File: src/design/crs_pkg.sv
// Shared types, request codes and saturation helper for the clip rectangle stack.
// No dependencies; every other design file depends on this package.
`timescale 1ns / 1ps

package crs_pkg;

    localparam int CFG_IDX_W = 2;

    localparam logic [1:0] REQ_PUSH  = 2'd0;
    localparam logic [1:0] REQ_POP   = 2'd1;
    localparam logic [1:0] REQ_CLEAR = 2'd2;

    localparam logic [CFG_IDX_W-1:0] REG_DISPLAY_WIDTH  = 2'd0;
    localparam logic [CFG_IDX_W-1:0] REG_DISPLAY_HEIGHT = 2'd1;

    typedef struct packed {
        logic signed [15:0] x;
        logic signed [15:0] y;
        logic signed [15:0] w;
        logic signed [15:0] h;
        logic signed [15:0] sx;
        logic signed [15:0] sy;
    } entry_t;

    typedef struct packed {
        logic push;
        logic pop;
    } cell_ctl_t;

    typedef struct packed {
        logic load;
        logic origin;
        logic trim;
        logic fit;
    } clip_ctl_t;

    typedef enum logic [4:0] {
        ST_IDLE   = 5'b00001,
        ST_ORIGIN = 5'b00010,
        ST_TRIM   = 5'b00100,
        ST_FIT    = 5'b01000,
        ST_COMMIT = 5'b10000
    } state_t;

    function automatic logic signed [15:0] sat16(input logic signed [17:0] v);
        logic signed [15:0] r;
        if (v > 18'sd32767)
            r = 16'sh7fff;
        else if (v < -18'sd32768)
            r = 16'sh8000;
        else
            r = v[15:0];
        return r;
    endfunction

endpackage

File: src/design/crs_if.sv
// Handshake interfaces for the request, response and configuration channels.
// Depends on crs_pkg for the configuration index width.
`timescale 1ns / 1ps

interface crs_req_if;
    logic               valid;
    logic               ready;
    logic [1:0]         req_type;
    logic signed [15:0] rect_x;
    logic signed [15:0] rect_y;
    logic signed [15:0] rect_width;
    logic signed [15:0] rect_height;

    modport source (output valid, req_type, rect_x, rect_y, rect_width, rect_height,
                    input ready);
    modport sink   (input valid, req_type, rect_x, rect_y, rect_width, rect_height,
                    output ready);
endinterface

interface crs_rsp_if;
    logic               valid;
    logic               ready;
    logic signed [15:0] top_x;
    logic signed [15:0] top_y;
    logic signed [15:0] top_width;
    logic signed [15:0] top_height;
    logic signed [15:0] shift_x;
    logic signed [15:0] shift_y;
    logic [3:0]         level;
    logic               overflow;

    modport source (output valid, top_x, top_y, top_width, top_height, shift_x, shift_y,
                    level, overflow, input ready);
    modport sink   (input valid, top_x, top_y, top_width, top_height, shift_x, shift_y,
                    level, overflow, output ready);
endinterface

interface crs_cfg_if;
    logic                           valid;
    logic                           ready;
    logic [crs_pkg::CFG_IDX_W-1:0]  index;
    logic [14:0]                    data;

    modport source (output valid, index, data, input ready);
    modport sink   (input valid, index, data, output ready);
endinterface

File: src/design/clip_rect_stack.sv
// Top level of the clip rectangle stack: control sequencer, chain of stack cells,
// configuration registers and response register. Uses crs_pkg, crs_if, crs_cell, crs_clip.
//
// Usage:
//   req  : one transaction per request (push rectangle, pop, clear to base).
//   rsp  : exactly one transaction per request with the resulting top viewport,
//          its translate offset, the level and a push overflow flag.
//   cfg  : register writes (display width, display height), always ready;
//          write only while no request is in flight.
// Timing:
//   A request is taken in the idle step, then passes origin, trim and fit steps of
//   the clip datapath and commits in the commit step; no new request is taken until
//   it has committed. Its response is registered at commit. The sequence is set
//   by the three registered steps of the shared clip datapath.
//   The stack is a row of STACK_DEPTH-1 cells with the top in cell 0; push and pop
//   shift every cell by one place in the commit cycle. The base entry is implicit.
// Reset: level 0 (base viewport all zero), display size 640 x 480, no response.
// Stall: a waiting response holds in its register; the next request is still taken
//   and waits in the commit step until the response register frees.
`timescale 1ns / 1ps

module clip_rect_stack #(
    parameter int STACK_DEPTH = 16
) (
    input  logic      clk,
    input  logic      rst_n,
    crs_req_if.sink   req,
    crs_rsp_if.source rsp,
    crs_cfg_if.sink   cfg
);
    import crs_pkg::*;

    localparam int NCELL = STACK_DEPTH - 1;
    localparam int LVL_W = $clog2(STACK_DEPTH);

    state_t             state_reg, state_next;
    logic [LVL_W-1:0]   lvl_reg, lvl_next;
    logic [1:0]         req_type_reg;
    logic [14:0]        disp_w_reg, disp_h_reg;
    logic               rsp_valid_reg;
    entry_t             rsp_ent_reg, rsp_ent_next;
    logic [LVL_W-1:0]   rsp_lvl_reg;
    logic               rsp_ovf_reg, rsp_ovf_next;

    entry_t             cell_q [NCELL+1];
    entry_t             parent;
    entry_t             cur_top;
    entry_t             clip_res;
    clip_ctl_t          clip_ctl;
    cell_ctl_t          cell_ctl;
    logic               accept;
    logic               commit;
    logic               full;
    logic               do_push;
    logic               do_pop;

    assign accept = req.valid && req.ready;
    assign commit = (state_reg == ST_COMMIT) && (!rsp_valid_reg || rsp.ready);
    assign full   = (lvl_reg == LVL_W'(STACK_DEPTH - 1));
    assign do_push = (req_type_reg == REQ_PUSH) && !full;
    assign do_pop  = (req_type_reg == REQ_POP) && (lvl_reg != '0);

    assign req.ready = (state_reg == ST_IDLE);
    assign cfg.ready = 1'b1;

    always_comb
    begin
        if (lvl_reg == '0)
        begin
            parent   = '0;
            parent.w = 16'(disp_w_reg);
            parent.h = 16'(disp_h_reg);
        end
        else
        begin
            parent = cell_q[0];
        end
    end

    assign cur_top = (lvl_reg == '0) ? '0 : cell_q[0];

    assign clip_ctl.load   = accept;
    assign clip_ctl.origin = (state_reg == ST_ORIGIN);
    assign clip_ctl.trim   = (state_reg == ST_TRIM);
    assign clip_ctl.fit    = (state_reg == ST_FIT);

    assign cell_ctl.push = commit && do_push;
    assign cell_ctl.pop  = commit && do_pop;

    crs_clip u_clip (
        .clk         (clk),
        .ctl         (clip_ctl),
        .rect_x      (req.rect_x),
        .rect_y      (req.rect_y),
        .rect_width  (req.rect_width),
        .rect_height (req.rect_height),
        .parent      (parent),
        .result      (clip_res)
    );

    assign cell_q[NCELL] = '0;

    for (genvar i = 0; i < NCELL; i++)
    begin : g_cell
        if (i == 0)
        begin : g_head
            crs_cell u_cell (
                .clk       (clk),
                .ctl       (cell_ctl),
                .from_prev (clip_res),
                .from_next (cell_q[i+1]),
                .q         (cell_q[i])
            );
        end
        else
        begin : g_body
            crs_cell u_cell (
                .clk       (clk),
                .ctl       (cell_ctl),
                .from_prev (cell_q[i-1]),
                .from_next (cell_q[i+1]),
                .q         (cell_q[i])
            );
        end
    end

    always_comb
    begin
        lvl_next     = lvl_reg;
        rsp_ent_next = cur_top;
        rsp_ovf_next = 1'b0;
        case (req_type_reg)
            REQ_PUSH:
            begin
                if (full)
                begin
                    rsp_ovf_next = 1'b1;
                end
                else
                begin
                    lvl_next     = lvl_reg + LVL_W'(1);
                    rsp_ent_next = clip_res;
                end
            end
            REQ_POP:
            begin
                if (lvl_reg != '0)
                begin
                    lvl_next     = lvl_reg - LVL_W'(1);
                    rsp_ent_next = (lvl_reg > LVL_W'(1)) ? cell_q[1] : '0;
                end
            end
            REQ_CLEAR:
            begin
                lvl_next     = '0;
                rsp_ent_next = '0;
            end
            default:
            begin
                rsp_ent_next = cur_top;
            end
        endcase
    end

    always_comb
    begin
        state_next = state_reg;
        unique case (state_reg)
            ST_IDLE:   if (accept) state_next = ST_ORIGIN;
            ST_ORIGIN: state_next = ST_TRIM;
            ST_TRIM:   state_next = ST_FIT;
            ST_FIT:    state_next = ST_COMMIT;
            ST_COMMIT: if (commit) state_next = ST_IDLE;
            default:   state_next = ST_IDLE;
        endcase
    end

    always_ff @(posedge clk or negedge rst_n)
    begin
        if (!rst_n)
        begin
            state_reg     <= ST_IDLE;
            lvl_reg       <= '0;
            rsp_valid_reg <= 1'b0;
            disp_w_reg    <= 15'd640;
            disp_h_reg    <= 15'd480;
        end
        else
        begin
            state_reg <= state_next;
            if (commit)
                lvl_reg <= lvl_next;
            if (commit)
                rsp_valid_reg <= 1'b1;
            else if (rsp.ready)
                rsp_valid_reg <= 1'b0;
            if (cfg.valid && cfg.index == REG_DISPLAY_WIDTH)
                disp_w_reg <= cfg.data;
            if (cfg.valid && cfg.index == REG_DISPLAY_HEIGHT)
                disp_h_reg <= cfg.data;
        end
    end

    always_ff @(posedge clk)
    begin
        if (accept)
            req_type_reg <= req.req_type;
        if (commit)
        begin
            rsp_ent_reg <= rsp_ent_next;
            rsp_lvl_reg <= lvl_next;
            rsp_ovf_reg <= rsp_ovf_next;
        end
    end

    assign rsp.valid      = rsp_valid_reg;
    assign rsp.top_x      = rsp_ent_reg.x;
    assign rsp.top_y      = rsp_ent_reg.y;
    assign rsp.top_width  = rsp_ent_reg.w;
    assign rsp.top_height = rsp_ent_reg.h;
    assign rsp.shift_x    = rsp_ent_reg.sx;
    assign rsp.shift_y    = rsp_ent_reg.sy;
    assign rsp.level      = 4'(rsp_lvl_reg);
    assign rsp.overflow   = rsp_ovf_reg;

`ifndef SYNTHESIS
    a_level_range: assert property (@(posedge clk) disable iff (!rst_n)
        32'(lvl_reg) <= STACK_DEPTH - 1)
        else $error("stack level beyond depth");

    a_push_step: assert property (@(posedge clk) disable iff (!rst_n)
        commit && do_push |=> lvl_reg == $past(lvl_reg) + LVL_W'(1))
        else $error("push did not advance level");

    a_ovf_full: assert property (@(posedge clk) disable iff (!rst_n)
        rsp_valid_reg && rsp_ovf_reg |-> 32'(rsp_lvl_reg) == STACK_DEPTH - 1)
        else $error("overflow flagged below full stack");

    a_base_zero: assert property (@(posedge clk) disable iff (!rst_n)
        rsp_valid_reg && rsp_lvl_reg == '0 |-> rsp_ent_reg == '0)
        else $error("base viewport response not zero");
`endif

endmodule

File: src/design/crs_cell.sv
// One stack cell: holds one viewport entry and shifts toward either neighbor.
// Depends on crs_pkg for entry_t and cell_ctl_t.
`timescale 1ns / 1ps

module crs_cell (
    input  logic               clk,
    input  crs_pkg::cell_ctl_t ctl,
    input  crs_pkg::entry_t    from_prev,
    input  crs_pkg::entry_t    from_next,
    output crs_pkg::entry_t    q
);
    import crs_pkg::*;

    entry_t q_reg;

    always_ff @(posedge clk)
    begin
        if (ctl.push)
            q_reg <= from_prev;
        else if (ctl.pop)
            q_reg <= from_next;
    end

    assign q = q_reg;

endmodule

File: src/design/crs_clip.sv
// Clip datapath: offsets a pushed rectangle by its parent and clips it in three steps.
// Depends on crs_pkg for entry_t, clip_ctl_t and sat16.
`timescale 1ns / 1ps

module crs_clip (
    input  logic               clk,
    input  crs_pkg::clip_ctl_t ctl,
    input  logic signed [15:0] rect_x,
    input  logic signed [15:0] rect_y,
    input  logic signed [15:0] rect_width,
    input  logic signed [15:0] rect_height,
    input  crs_pkg::entry_t    parent,
    output crs_pkg::entry_t    result
);
    import crs_pkg::*;

    logic signed [15:0] rx_reg, ry_reg, rw_reg, rh_reg;
    logic signed [15:0] px_reg, py_reg, pw_reg, ph_reg, psx_reg, psy_reg;
    logic signed [15:0] nx0_reg, ny0_reg, pex_reg, pey_reg;
    logic signed [15:0] nx1_reg, ny1_reg, nw1_reg, nh1_reg, tx_reg, ty_reg;
    entry_t             res_reg;

    logic signed [17:0] dx_next, dy_next;
    logic signed [15:0] nx1_next, ny1_next, nw1_next, nh1_next, tx_next, ty_next;
    logic signed [15:0] nx2_next, ny2_next, nw2_next, nh2_next;
    logic signed [16:0] ex_sum, ey_sum;

    // overshoot past the parent's near edge
    always_comb
    begin
        dx_next = 18'(rw_reg) - (18'(px_reg) - 18'(nx0_reg));
        dy_next = 18'(rh_reg) - (18'(py_reg) - 18'(ny0_reg));
        if (nx0_reg < px_reg)
        begin
            tx_next  = sat16(18'(nx0_reg) - 18'(px_reg));
            nw1_next = dx_next[17] ? 16'sd0 : dx_next[15:0];
            nx1_next = px_reg;
        end
        else
        begin
            tx_next  = psx_reg;
            nw1_next = rw_reg;
            nx1_next = nx0_reg;
        end
        if (ny0_reg < py_reg)
        begin
            ty_next  = sat16(18'(ny0_reg) - 18'(py_reg));
            nh1_next = dy_next[17] ? 16'sd0 : dy_next[15:0];
            ny1_next = py_reg;
        end
        else
        begin
            ty_next  = psy_reg;
            nh1_next = rh_reg;
            ny1_next = ny0_reg;
        end
    end

    // fit inside the parent's far edge
    always_comb
    begin
        nx2_next = (nx1_reg > pex_reg) ? pex_reg : nx1_reg;
        ny2_next = (ny1_reg > pey_reg) ? pey_reg : ny1_reg;
        ex_sum   = 17'(nx2_next) + 17'(nw1_reg);
        ey_sum   = 17'(ny2_next) + 17'(nh1_reg);
        nw2_next = (ex_sum > 17'(pex_reg)) ? sat16(18'(pex_reg) - 18'(nx2_next)) : nw1_reg;
        nh2_next = (ey_sum > 17'(pey_reg)) ? sat16(18'(pey_reg) - 18'(ny2_next)) : nh1_reg;
    end

    always_ff @(posedge clk)
    begin
        if (ctl.load)
        begin
            rx_reg  <= rect_x;
            ry_reg  <= rect_y;
            rw_reg  <= rect_width;
            rh_reg  <= rect_height;
            px_reg  <= parent.x;
            py_reg  <= parent.y;
            pw_reg  <= parent.w;
            ph_reg  <= parent.h;
            psx_reg <= parent.sx;
            psy_reg <= parent.sy;
        end
        if (ctl.origin)
        begin
            nx0_reg <= sat16(18'(rx_reg) + 18'(px_reg));
            ny0_reg <= sat16(18'(ry_reg) + 18'(py_reg));
            pex_reg <= sat16(18'(px_reg) + 18'(pw_reg));
            pey_reg <= sat16(18'(py_reg) + 18'(ph_reg));
        end
        if (ctl.trim)
        begin
            nx1_reg <= nx1_next;
            ny1_reg <= ny1_next;
            nw1_reg <= nw1_next;
            nh1_reg <= nh1_next;
            tx_reg  <= tx_next;
            ty_reg  <= ty_next;
        end
        if (ctl.fit)
        begin
            res_reg.x  <= nx2_next;
            res_reg.y  <= ny2_next;
            res_reg.w  <= nw2_next;
            res_reg.h  <= nh2_next;
            res_reg.sx <= tx_reg;
            res_reg.sy <= ty_reg;
        end
    end

    assign result = res_reg;

endmodule

File: src/flat_wrapper.sv
// flat-port wrapper written by rule: the top's interface ports become plain ports
module clip_rect_stack_flat import crs_pkg::*;
#(
    parameter int STACK_DEPTH = 16
)
  (clk, rst_n, req_valid, req_req_type, req_rect_x, req_rect_y, req_rect_width, req_rect_height, req_ready, rsp_valid, rsp_top_x, rsp_top_y, rsp_top_width, rsp_top_height, rsp_shift_x, rsp_shift_y, rsp_level, rsp_overflow, rsp_ready, cfg_valid, cfg_index, cfg_data, cfg_ready);
  crs_req_if req_i ();
  crs_rsp_if rsp_i ();
  crs_cfg_if cfg_i ();
  input  logic clk;
  input  logic rst_n;
  input wire logic [$bits(req_i.valid)-1:0] req_valid;
  input wire logic [$bits(req_i.req_type)-1:0] req_req_type;
  input wire logic [$bits(req_i.rect_x)-1:0] req_rect_x;
  input wire logic [$bits(req_i.rect_y)-1:0] req_rect_y;
  input wire logic [$bits(req_i.rect_width)-1:0] req_rect_width;
  input wire logic [$bits(req_i.rect_height)-1:0] req_rect_height;
  output wire logic [$bits(req_i.ready)-1:0] req_ready;
  output wire logic [$bits(rsp_i.valid)-1:0] rsp_valid;
  output wire logic [$bits(rsp_i.top_x)-1:0] rsp_top_x;
  output wire logic [$bits(rsp_i.top_y)-1:0] rsp_top_y;
  output wire logic [$bits(rsp_i.top_width)-1:0] rsp_top_width;
  output wire logic [$bits(rsp_i.top_height)-1:0] rsp_top_height;
  output wire logic [$bits(rsp_i.shift_x)-1:0] rsp_shift_x;
  output wire logic [$bits(rsp_i.shift_y)-1:0] rsp_shift_y;
  output wire logic [$bits(rsp_i.level)-1:0] rsp_level;
  output wire logic [$bits(rsp_i.overflow)-1:0] rsp_overflow;
  input wire logic [$bits(rsp_i.ready)-1:0] rsp_ready;
  input wire logic [$bits(cfg_i.valid)-1:0] cfg_valid;
  input wire logic [$bits(cfg_i.index)-1:0] cfg_index;
  input wire logic [$bits(cfg_i.data)-1:0] cfg_data;
  output wire logic [$bits(cfg_i.ready)-1:0] cfg_ready;
  assign req_i.valid = req_valid;
  assign req_i.req_type = req_req_type;
  assign req_i.rect_x = req_rect_x;
  assign req_i.rect_y = req_rect_y;
  assign req_i.rect_width = req_rect_width;
  assign req_i.rect_height = req_rect_height;
  assign req_ready = req_i.ready;
  assign rsp_valid = rsp_i.valid;
  assign rsp_top_x = rsp_i.top_x;
  assign rsp_top_y = rsp_i.top_y;
  assign rsp_top_width = rsp_i.top_width;
  assign rsp_top_height = rsp_i.top_height;
  assign rsp_shift_x = rsp_i.shift_x;
  assign rsp_shift_y = rsp_i.shift_y;
  assign rsp_level = rsp_i.level;
  assign rsp_overflow = rsp_i.overflow;
  assign rsp_i.ready = rsp_ready;
  assign cfg_i.valid = cfg_valid;
  assign cfg_i.index = cfg_index;
  assign cfg_i.data = cfg_data;
  assign cfg_ready = cfg_i.ready;
  clip_rect_stack #(.STACK_DEPTH(STACK_DEPTH)) u_core (.clk(clk), .rst_n(rst_n), .req(req_i), .rsp(rsp_i), .cfg(cfg_i));
endmodule
File: config.mk
export PLATFORM = sky130hd
export DESIGN_NAME = clip_rect_stack_flat
export DESIGN_NICKNAME = d
export VERILOG_FILES = /design/src/design/crs_pkg.sv /design/src/design/crs_if.sv /design/src/design/clip_rect_stack.sv /design/src/design/crs_cell.sv /design/src/design/crs_clip.sv /design/src/flat_wrapper.sv
export SDC_FILE = /design/constraint.sdc
export NUM_CORES = 2
export LEC_CHECK = 0
export BUFFER_PORTS_ARGS = -buffer_cell sky130_fd_sc_hd__buf_2
export CAP_MARGIN = 25
export CORE_ASPECT_RATIO = 0.5
export CORE_MARGIN = 5
export CORE_UTILIZATION = 60
export DETAILED_ROUTE_END_ITERATION = 16
export HOLD_SLACK_MARGIN = 0.05
export PLACE_DENSITY = 0.87
export SYNTH_ARGS = -nofsm -noshare
export SYNTH_HDL_FRONTEND = slang
export SYNTH_HIERARCHICAL = 1
export SYNTH_SLANG_ARGS = --single-unit
File: constraint.sdc
create_clock -name clk -period 27.4 [get_ports clk]
set_input_delay 0 -clock clk [delete_from_list [all_inputs] [get_ports clk]]
set_output_delay 0 -clock clk [all_outputs]
set_load 0.05 [all_outputs]
After elaboration in Yosys (flattened, before gate mapping)
Index checks and enable logic that the tools add are counted.

storage, ports and cells
  bits in read-only memories = 0
  flip-flop bits (word level) = 1,999
  output and inout bits = 104
  latch bits = 0
  logic and storage cells = 269
  memories = 0
  RAM bits = 0

operators by class
  $lt $le $gt $ge = 23
  equality and inequality tests = 11
  bitwise operators = 0
  add/sub/neg operators = 16
  muxes and demuxes = 69
  divide/modulo/power cells = 0
  reduce and logical (&&, ||, !) cells = 18
  shift operators = 0
  multipliers = 0

operators with widths
  cell                    number
  $mux W96                34
  $mux W16                24
  $pmux W96 S3            1
  $gt A17 B16 Y1 const B  8
  $lt A17 B16 Y1 const B  8
  $add A16 B16 Y17        6
  $sub A16 B16 Y17        6
  $mux W63                1
  $sub A16 B17 Y18        2
  $gt A17 B16 Y1          2
  $gt A16 B16 Y1          2
  $lt A16 B16 Y1          2
  $pmux W5 S5             1
  $pmux W4 S3             1
  $mux W5                 2
  $logic_and A1 B1 Y1     8
  $mux W4                 2
  $eq A5 B1 Y1 const B    1
  $eq A5 B2 Y1 const B    1
  $eq A5 B3 Y1 const B    1
  $eq A5 B4 Y1 const B    1
  $eq A5 B5 Y1 const B    1
  $add A4 B1 Y4 const B   1
  $eq A2 B1 Y1 const B    2
  other kinds (14)        19

Depth between registers and ports, before layout
  depth after elaboration = 7
  depth in mapped cells = 33
  gate-level depth less buffers = 30

Cells and area by module
The synthesis kept the hierarchy.

modules (own cells, without submodules)
  module           cells an instance  sequential area each (µm²)  area each (µm²)  times used
  crs_cell         204                2,882.8                     4,165.2          15
  crs_clip         2,292              12,492.0                    26,073.8         1
  clip_rect_stack  660                4,102.7                     7,488.4          1

Least setup slack after synthesis
Ideal clock, no wire load.

  kind = register -> register
  from = register u_core.state_reg[4]
  to = register u_core.state_reg[0]
  path slack = 18,704 ps
  clock period less this slack = 8,696 ps
  data arrival time = 8,603 ps
  required time = 27,307 ps
  stages on the path, launching flop included = 5
  setup time = 93 ps
  path buffers = 0
  cell sequence = dfrtp_1 > or3_1 > nor3b_1 > o21bai_1 > o22ai_1

RTL lines
  element                   RTL line                RTL
  start: declaration        clip_rect_stack.sv:36   state_t state_reg, state_next;
  start signal: assignment  clip_rect_stack.sv:190  state_reg <= state_next;

==> impl_summary.md <==
Flow run
The max-cap violation count is 0.

Finish
The number of fill cells in the layout is just under 10k. The post-route core utilization is 0.673. In the layout the commonest cells are edfxtp_1, mux2_2, mux2_4. The net count of the finished layout is between 6k and 7k. The number of flip-flops in the largest register is approximately 1.3k.

The layout cell share with drive strength beyond 1 is 0.317. The library cell used most frequently in the layout, excluding fill and tap cells, is edfxtp_1. The area growth from synthesis to layout is 11.0%.

Synthesis
Of the post-synthesis cell area, the dominant cell type holds 0.613. Counting flops with an async set or reset pin after synthesis yields a share of 0.0200. For this run, the leading register cell type out of synthesis is edfxtp_1.

In this run, distinct cell masters in the synthesized netlist total between 100 and 150. Synthesis handed over a netlist of between 6k and 7k instances. For this run, the register share of the synthesized area comes to 0.623. edfxtp_1 takes more of the synthesized area than any other cell. In this run, synthesis produced a sequential element count of about 2k.

During synthesis, Yosys emitted a total of 6 warnings. Ranked by total cell area, the synthesized netlist is headed by edfxtp_1, mux2_2, mux2_4, ha_1, a221o_1. Counting flops with a built-in enable in the synthesized netlist gives around 2.0k.

The mapped netlist covers 96,000 sq um. After synthesis, the mean cell area works out to around 16 sq um.

Power and ir drop
The total power divided by cell area is between 80 and 90 nW/um^2. The net switching component of the power is 2.72 mW. The cell-internal power is between 5 and 6 mW. The part of the power in registers is 0.437. The analysis attributes to cell leakage a power of around 38 nW. The combinational fraction of design power is 0.269. The clock network fraction of design power is 0.294.

VDD sags by at most 0.0574 mV. The net switching fraction of the power is 0.318.

Die
The number of top-level pins is between 150 and 200. The area enclosed by the die boundary is about 170,000 sq um. Row generation in the floorplan step produced a little over 100 rows. The core region area is 158,000 sq um. The floorplan die height is slightly below 300 microns. The initial utilization of the core area, before any placement, comes to 0.606. The die is approximately 580 microns wide.

Placed design
The count of buffers added on input and output ports is 190. At the end of routability-driven placement, the weighted congestion stood at 0.961. The HPWL reported at the end of detailed placement is 164,000 microns. Prior to clock tree synthesis, the placed netlist has a worst setup slack of approximately 19 ns.

Clocking
The CTS tree is yes. Hold repair after CTS inserted about 170 buffers. The count of H-tree levels built during CTS is 4. The post-cts sizing count is 0. The clock-pin slew on the worst setup and hold paths is 0.08 ns. Counting every sink on the clock net gives roughly 2.0k. In this run the clock root is driven by a clkbuf_16. The number of setup buffers added after CTS is 0. The clock insertion delay at the later pin of the skew report is 0.83 ns.

The deepest clock path buffer count is 4. Buffers inserted during clock tree synthesis total 176.

Route
The number of optimization iterations in the first detailed-route pass is 6. The final layout contains routed wiring with a total length of between 200,000 and 300,000 microns. In the routed design, unresolved DRC markers number 0. After detailed routing, the average wire length per cell comes to just under 30 microns. After detailed routing, the number of vias per cell comes to 6.41. The total number of vias is ~56k. The first routing iteration left 7,286 violations.

In this run the remaining antenna-violating nets after routing total 0.

Min path
Along the worst hold path, the cell count comes to 3. The tightest min-delay check is of the primary input to flop type. The path with the worst hold slack has its endpoint at u_core/disp_h_reg[9].

In this run the most critical hold path is launched from cfg_data[9].

Timing
Setup slack on the critical path of the routed design comes to between 15 and 20 ns. The final total negative setup slack is 0 ns. The post-route clock skew is around 0.077 ns. Setup violations remaining at the end of the flow were counted as 0. The worst path in the final design needs a cycle of ~8.3 ns, including I/O delays and setup. The slew of the pin with the lowest slew margin is 1.18 ns. Timing would allow up to ~120 MHz. Setup repair after global routing left no endpoint under its margin. The share of the cycle needed by the critical path after routing is 0.302. The max-slew violation count came to 0. Measured against its own limit, the worst slew margin works out to 0.212.

The total count of hold-check failures in the final report is 0.

Worst setup path
The critical path class is flop to flop. The required time of the critical path is between 20 and 30 ns. The worst path arrival time is 8.82 ns. Setup slack on the worst reg-to-reg path comes out at approximately 19 ns. The startpoint identified for the worst register-to-register timing path is u_core/state_reg[3].

Of all nets on the critical path, the largest fanout is 151. The endpoint identified for the worst register-to-register timing path is u_core/g_cell[12].g_body.u_cell/q[70]. The kind of end point of the critical path is a flop.

The worst setup path is launched from a flop. The worst register-to-register path has a depth of 12.

Global routing
The maximum number of pins on one net before global-route repair is 210. The number of antenna violations at the first check in global routing came to 15. The overflow left after global routing is 0. The number of global-route vias before repair is roughly 56k. The first-pass GRT wire length is 375,000 microns. In the global route stage, overall resource usage came out at 0.297.

Outcome
The run finished with clean final reports.
[worst max-delay path, stage by stage (launching register included)]
cell	delay, ns
dfrtp_1	0.45
nor3_1	0.36
nand3_1	0.39
nor3_2	0.26
buf_4	0.46
buf_4	0.85
buf_4	0.89
buf_4	0.94
buf_4	0.93
buf_12	0.82
buf_4	0.45
buf_16	0.36
mux2_4	0.34
[power groups by stage]
stage / Combinational, mW / Sequential (mW) / Clock (mW)
2_1_floorplan: 1.59 / 3.72 / 0
3_3_place_gp: 2.18 / 3.80 / 0
3_5_place_dp: 2.21 / 3.80 / 0
4_1_cts: 2.25 / 3.73 / 2.53
5_1_grt: 2.49 / 3.74 / 2.68
6_report: 2.30 / 3.74 / 2.52
[Yosys cell counts (10+ instances only)]
master / instances
a211o_1: 10
a211oi_1: 25
a21o_1: 64
a21oi_1: 182
a21oi_2: 13
a221o_1: 112
a22o_1: 30
a22oi_1: 10
a31oi_1: 24
and2_0: 12
and2_1: 130
and3_1: 15
buf_2: 123
buf_6: 80
clkbuf_1: 46
dfrtp_1: 33
edfxtp_1: 1959
fa_1: 42
ha_1: 266
inv_1: 246
mux2_1: 28
mux2_2: 1038
mux2_4: 435
mux2i_1: 37
nand2_1: 218
nand2b_1: 32
nand3_1: 33
nand4_1: 12
nor2_1: 142
nor2b_1: 21
nor3_1: 41
o21a_1: 22
o21ai_0: 86
o21ai_1: 83
o21bai_1: 30
o22ai_1: 10
or2_1: 16
or3_1: 11
xnor2_1: 84
xor2_1: 51
[worst max path at each step]
stage,start,cells after the start,slack [ns],end
2_1_floorplan,u_core/state_reg[4],4,18.70,u_core/state_reg[0]
3_3_place_gp,u_core/state_reg[3],11,19.59,u_core/g_cell[12].g_body.u_cell/q[75]
3_5_place_dp,u_core/state_reg[3],11,19.25,u_core/g_cell[13].g_body.u_cell/q[75]
4_1_cts,u_core/state_reg[3],11,19.20,u_core/g_cell[12].g_body.u_cell/q[74]
5_1_grt,u_core/state_reg[3],12,18.82,u_core/g_cell[12].g_body.u_cell/q[70]
6_report,u_core/state_reg[3],12,19.12,u_core/g_cell[12].g_body.u_cell/q[70]
[area by class of cell]
cell class	instances	area, sq um	area share
Tap cell	2100	2630	0.0247
Timing Repair Buffer	439	3510	0.0330
Antenna cell	11	27.5	0.000258
Clock buffer	217	4710	0.0442
Inverter	248	933	0.00876
Multi-Input combinational cell	3605	34000	0.319
Sequential cell	1999	59800	0.561
Clock inverter	96	930	0.00872
[layer usage]
metal | up-vias | routed length, microns | track usage
met4 | 10 | 10800 | 0.108
met5 | - | 56 | 0
met1 | 28278 | 105000 | 0.414
met2 | 3054 | 119000 | 0.476
met3 | 590 | 23300 | 0.0525
li1 | 23924 | - | -
[cell families after synthesis]
| group | synth area share |
|---|---|
| adders and majority gates | 0.0442 |
| AOI/OAI and AO/OA | 0.0577 |
| buffers and inverters | 0.0278 |
| and+or+nand+nor | 0.0374 |
| xor gates and xnor gates | 0.0130 |
| muxes | 0.197 |
| other | 0.0000782 |
| DFF | 0.623 |
[through the flow]
stage | hold WS (ns) | area, sq um | power (mW) | instances
2_1_floorplan | -0.296 | 96400 | 5.31 | 6107
3_3_place_gp | 0.177 | 98900 | 5.97 | 8209
3_5_place_dp | 0.178 | 98900 | 6.01 | 8211
4_1_cts | 0.0517 | 106000 | 8.52 | 8693
5_1_grt | 0.0673 | 107000 | 8.91 | 8705
6_report | 0.0968 | 107000 | 8.56 | 8715
No activity file was read; power rests on OpenSTA's default activity.
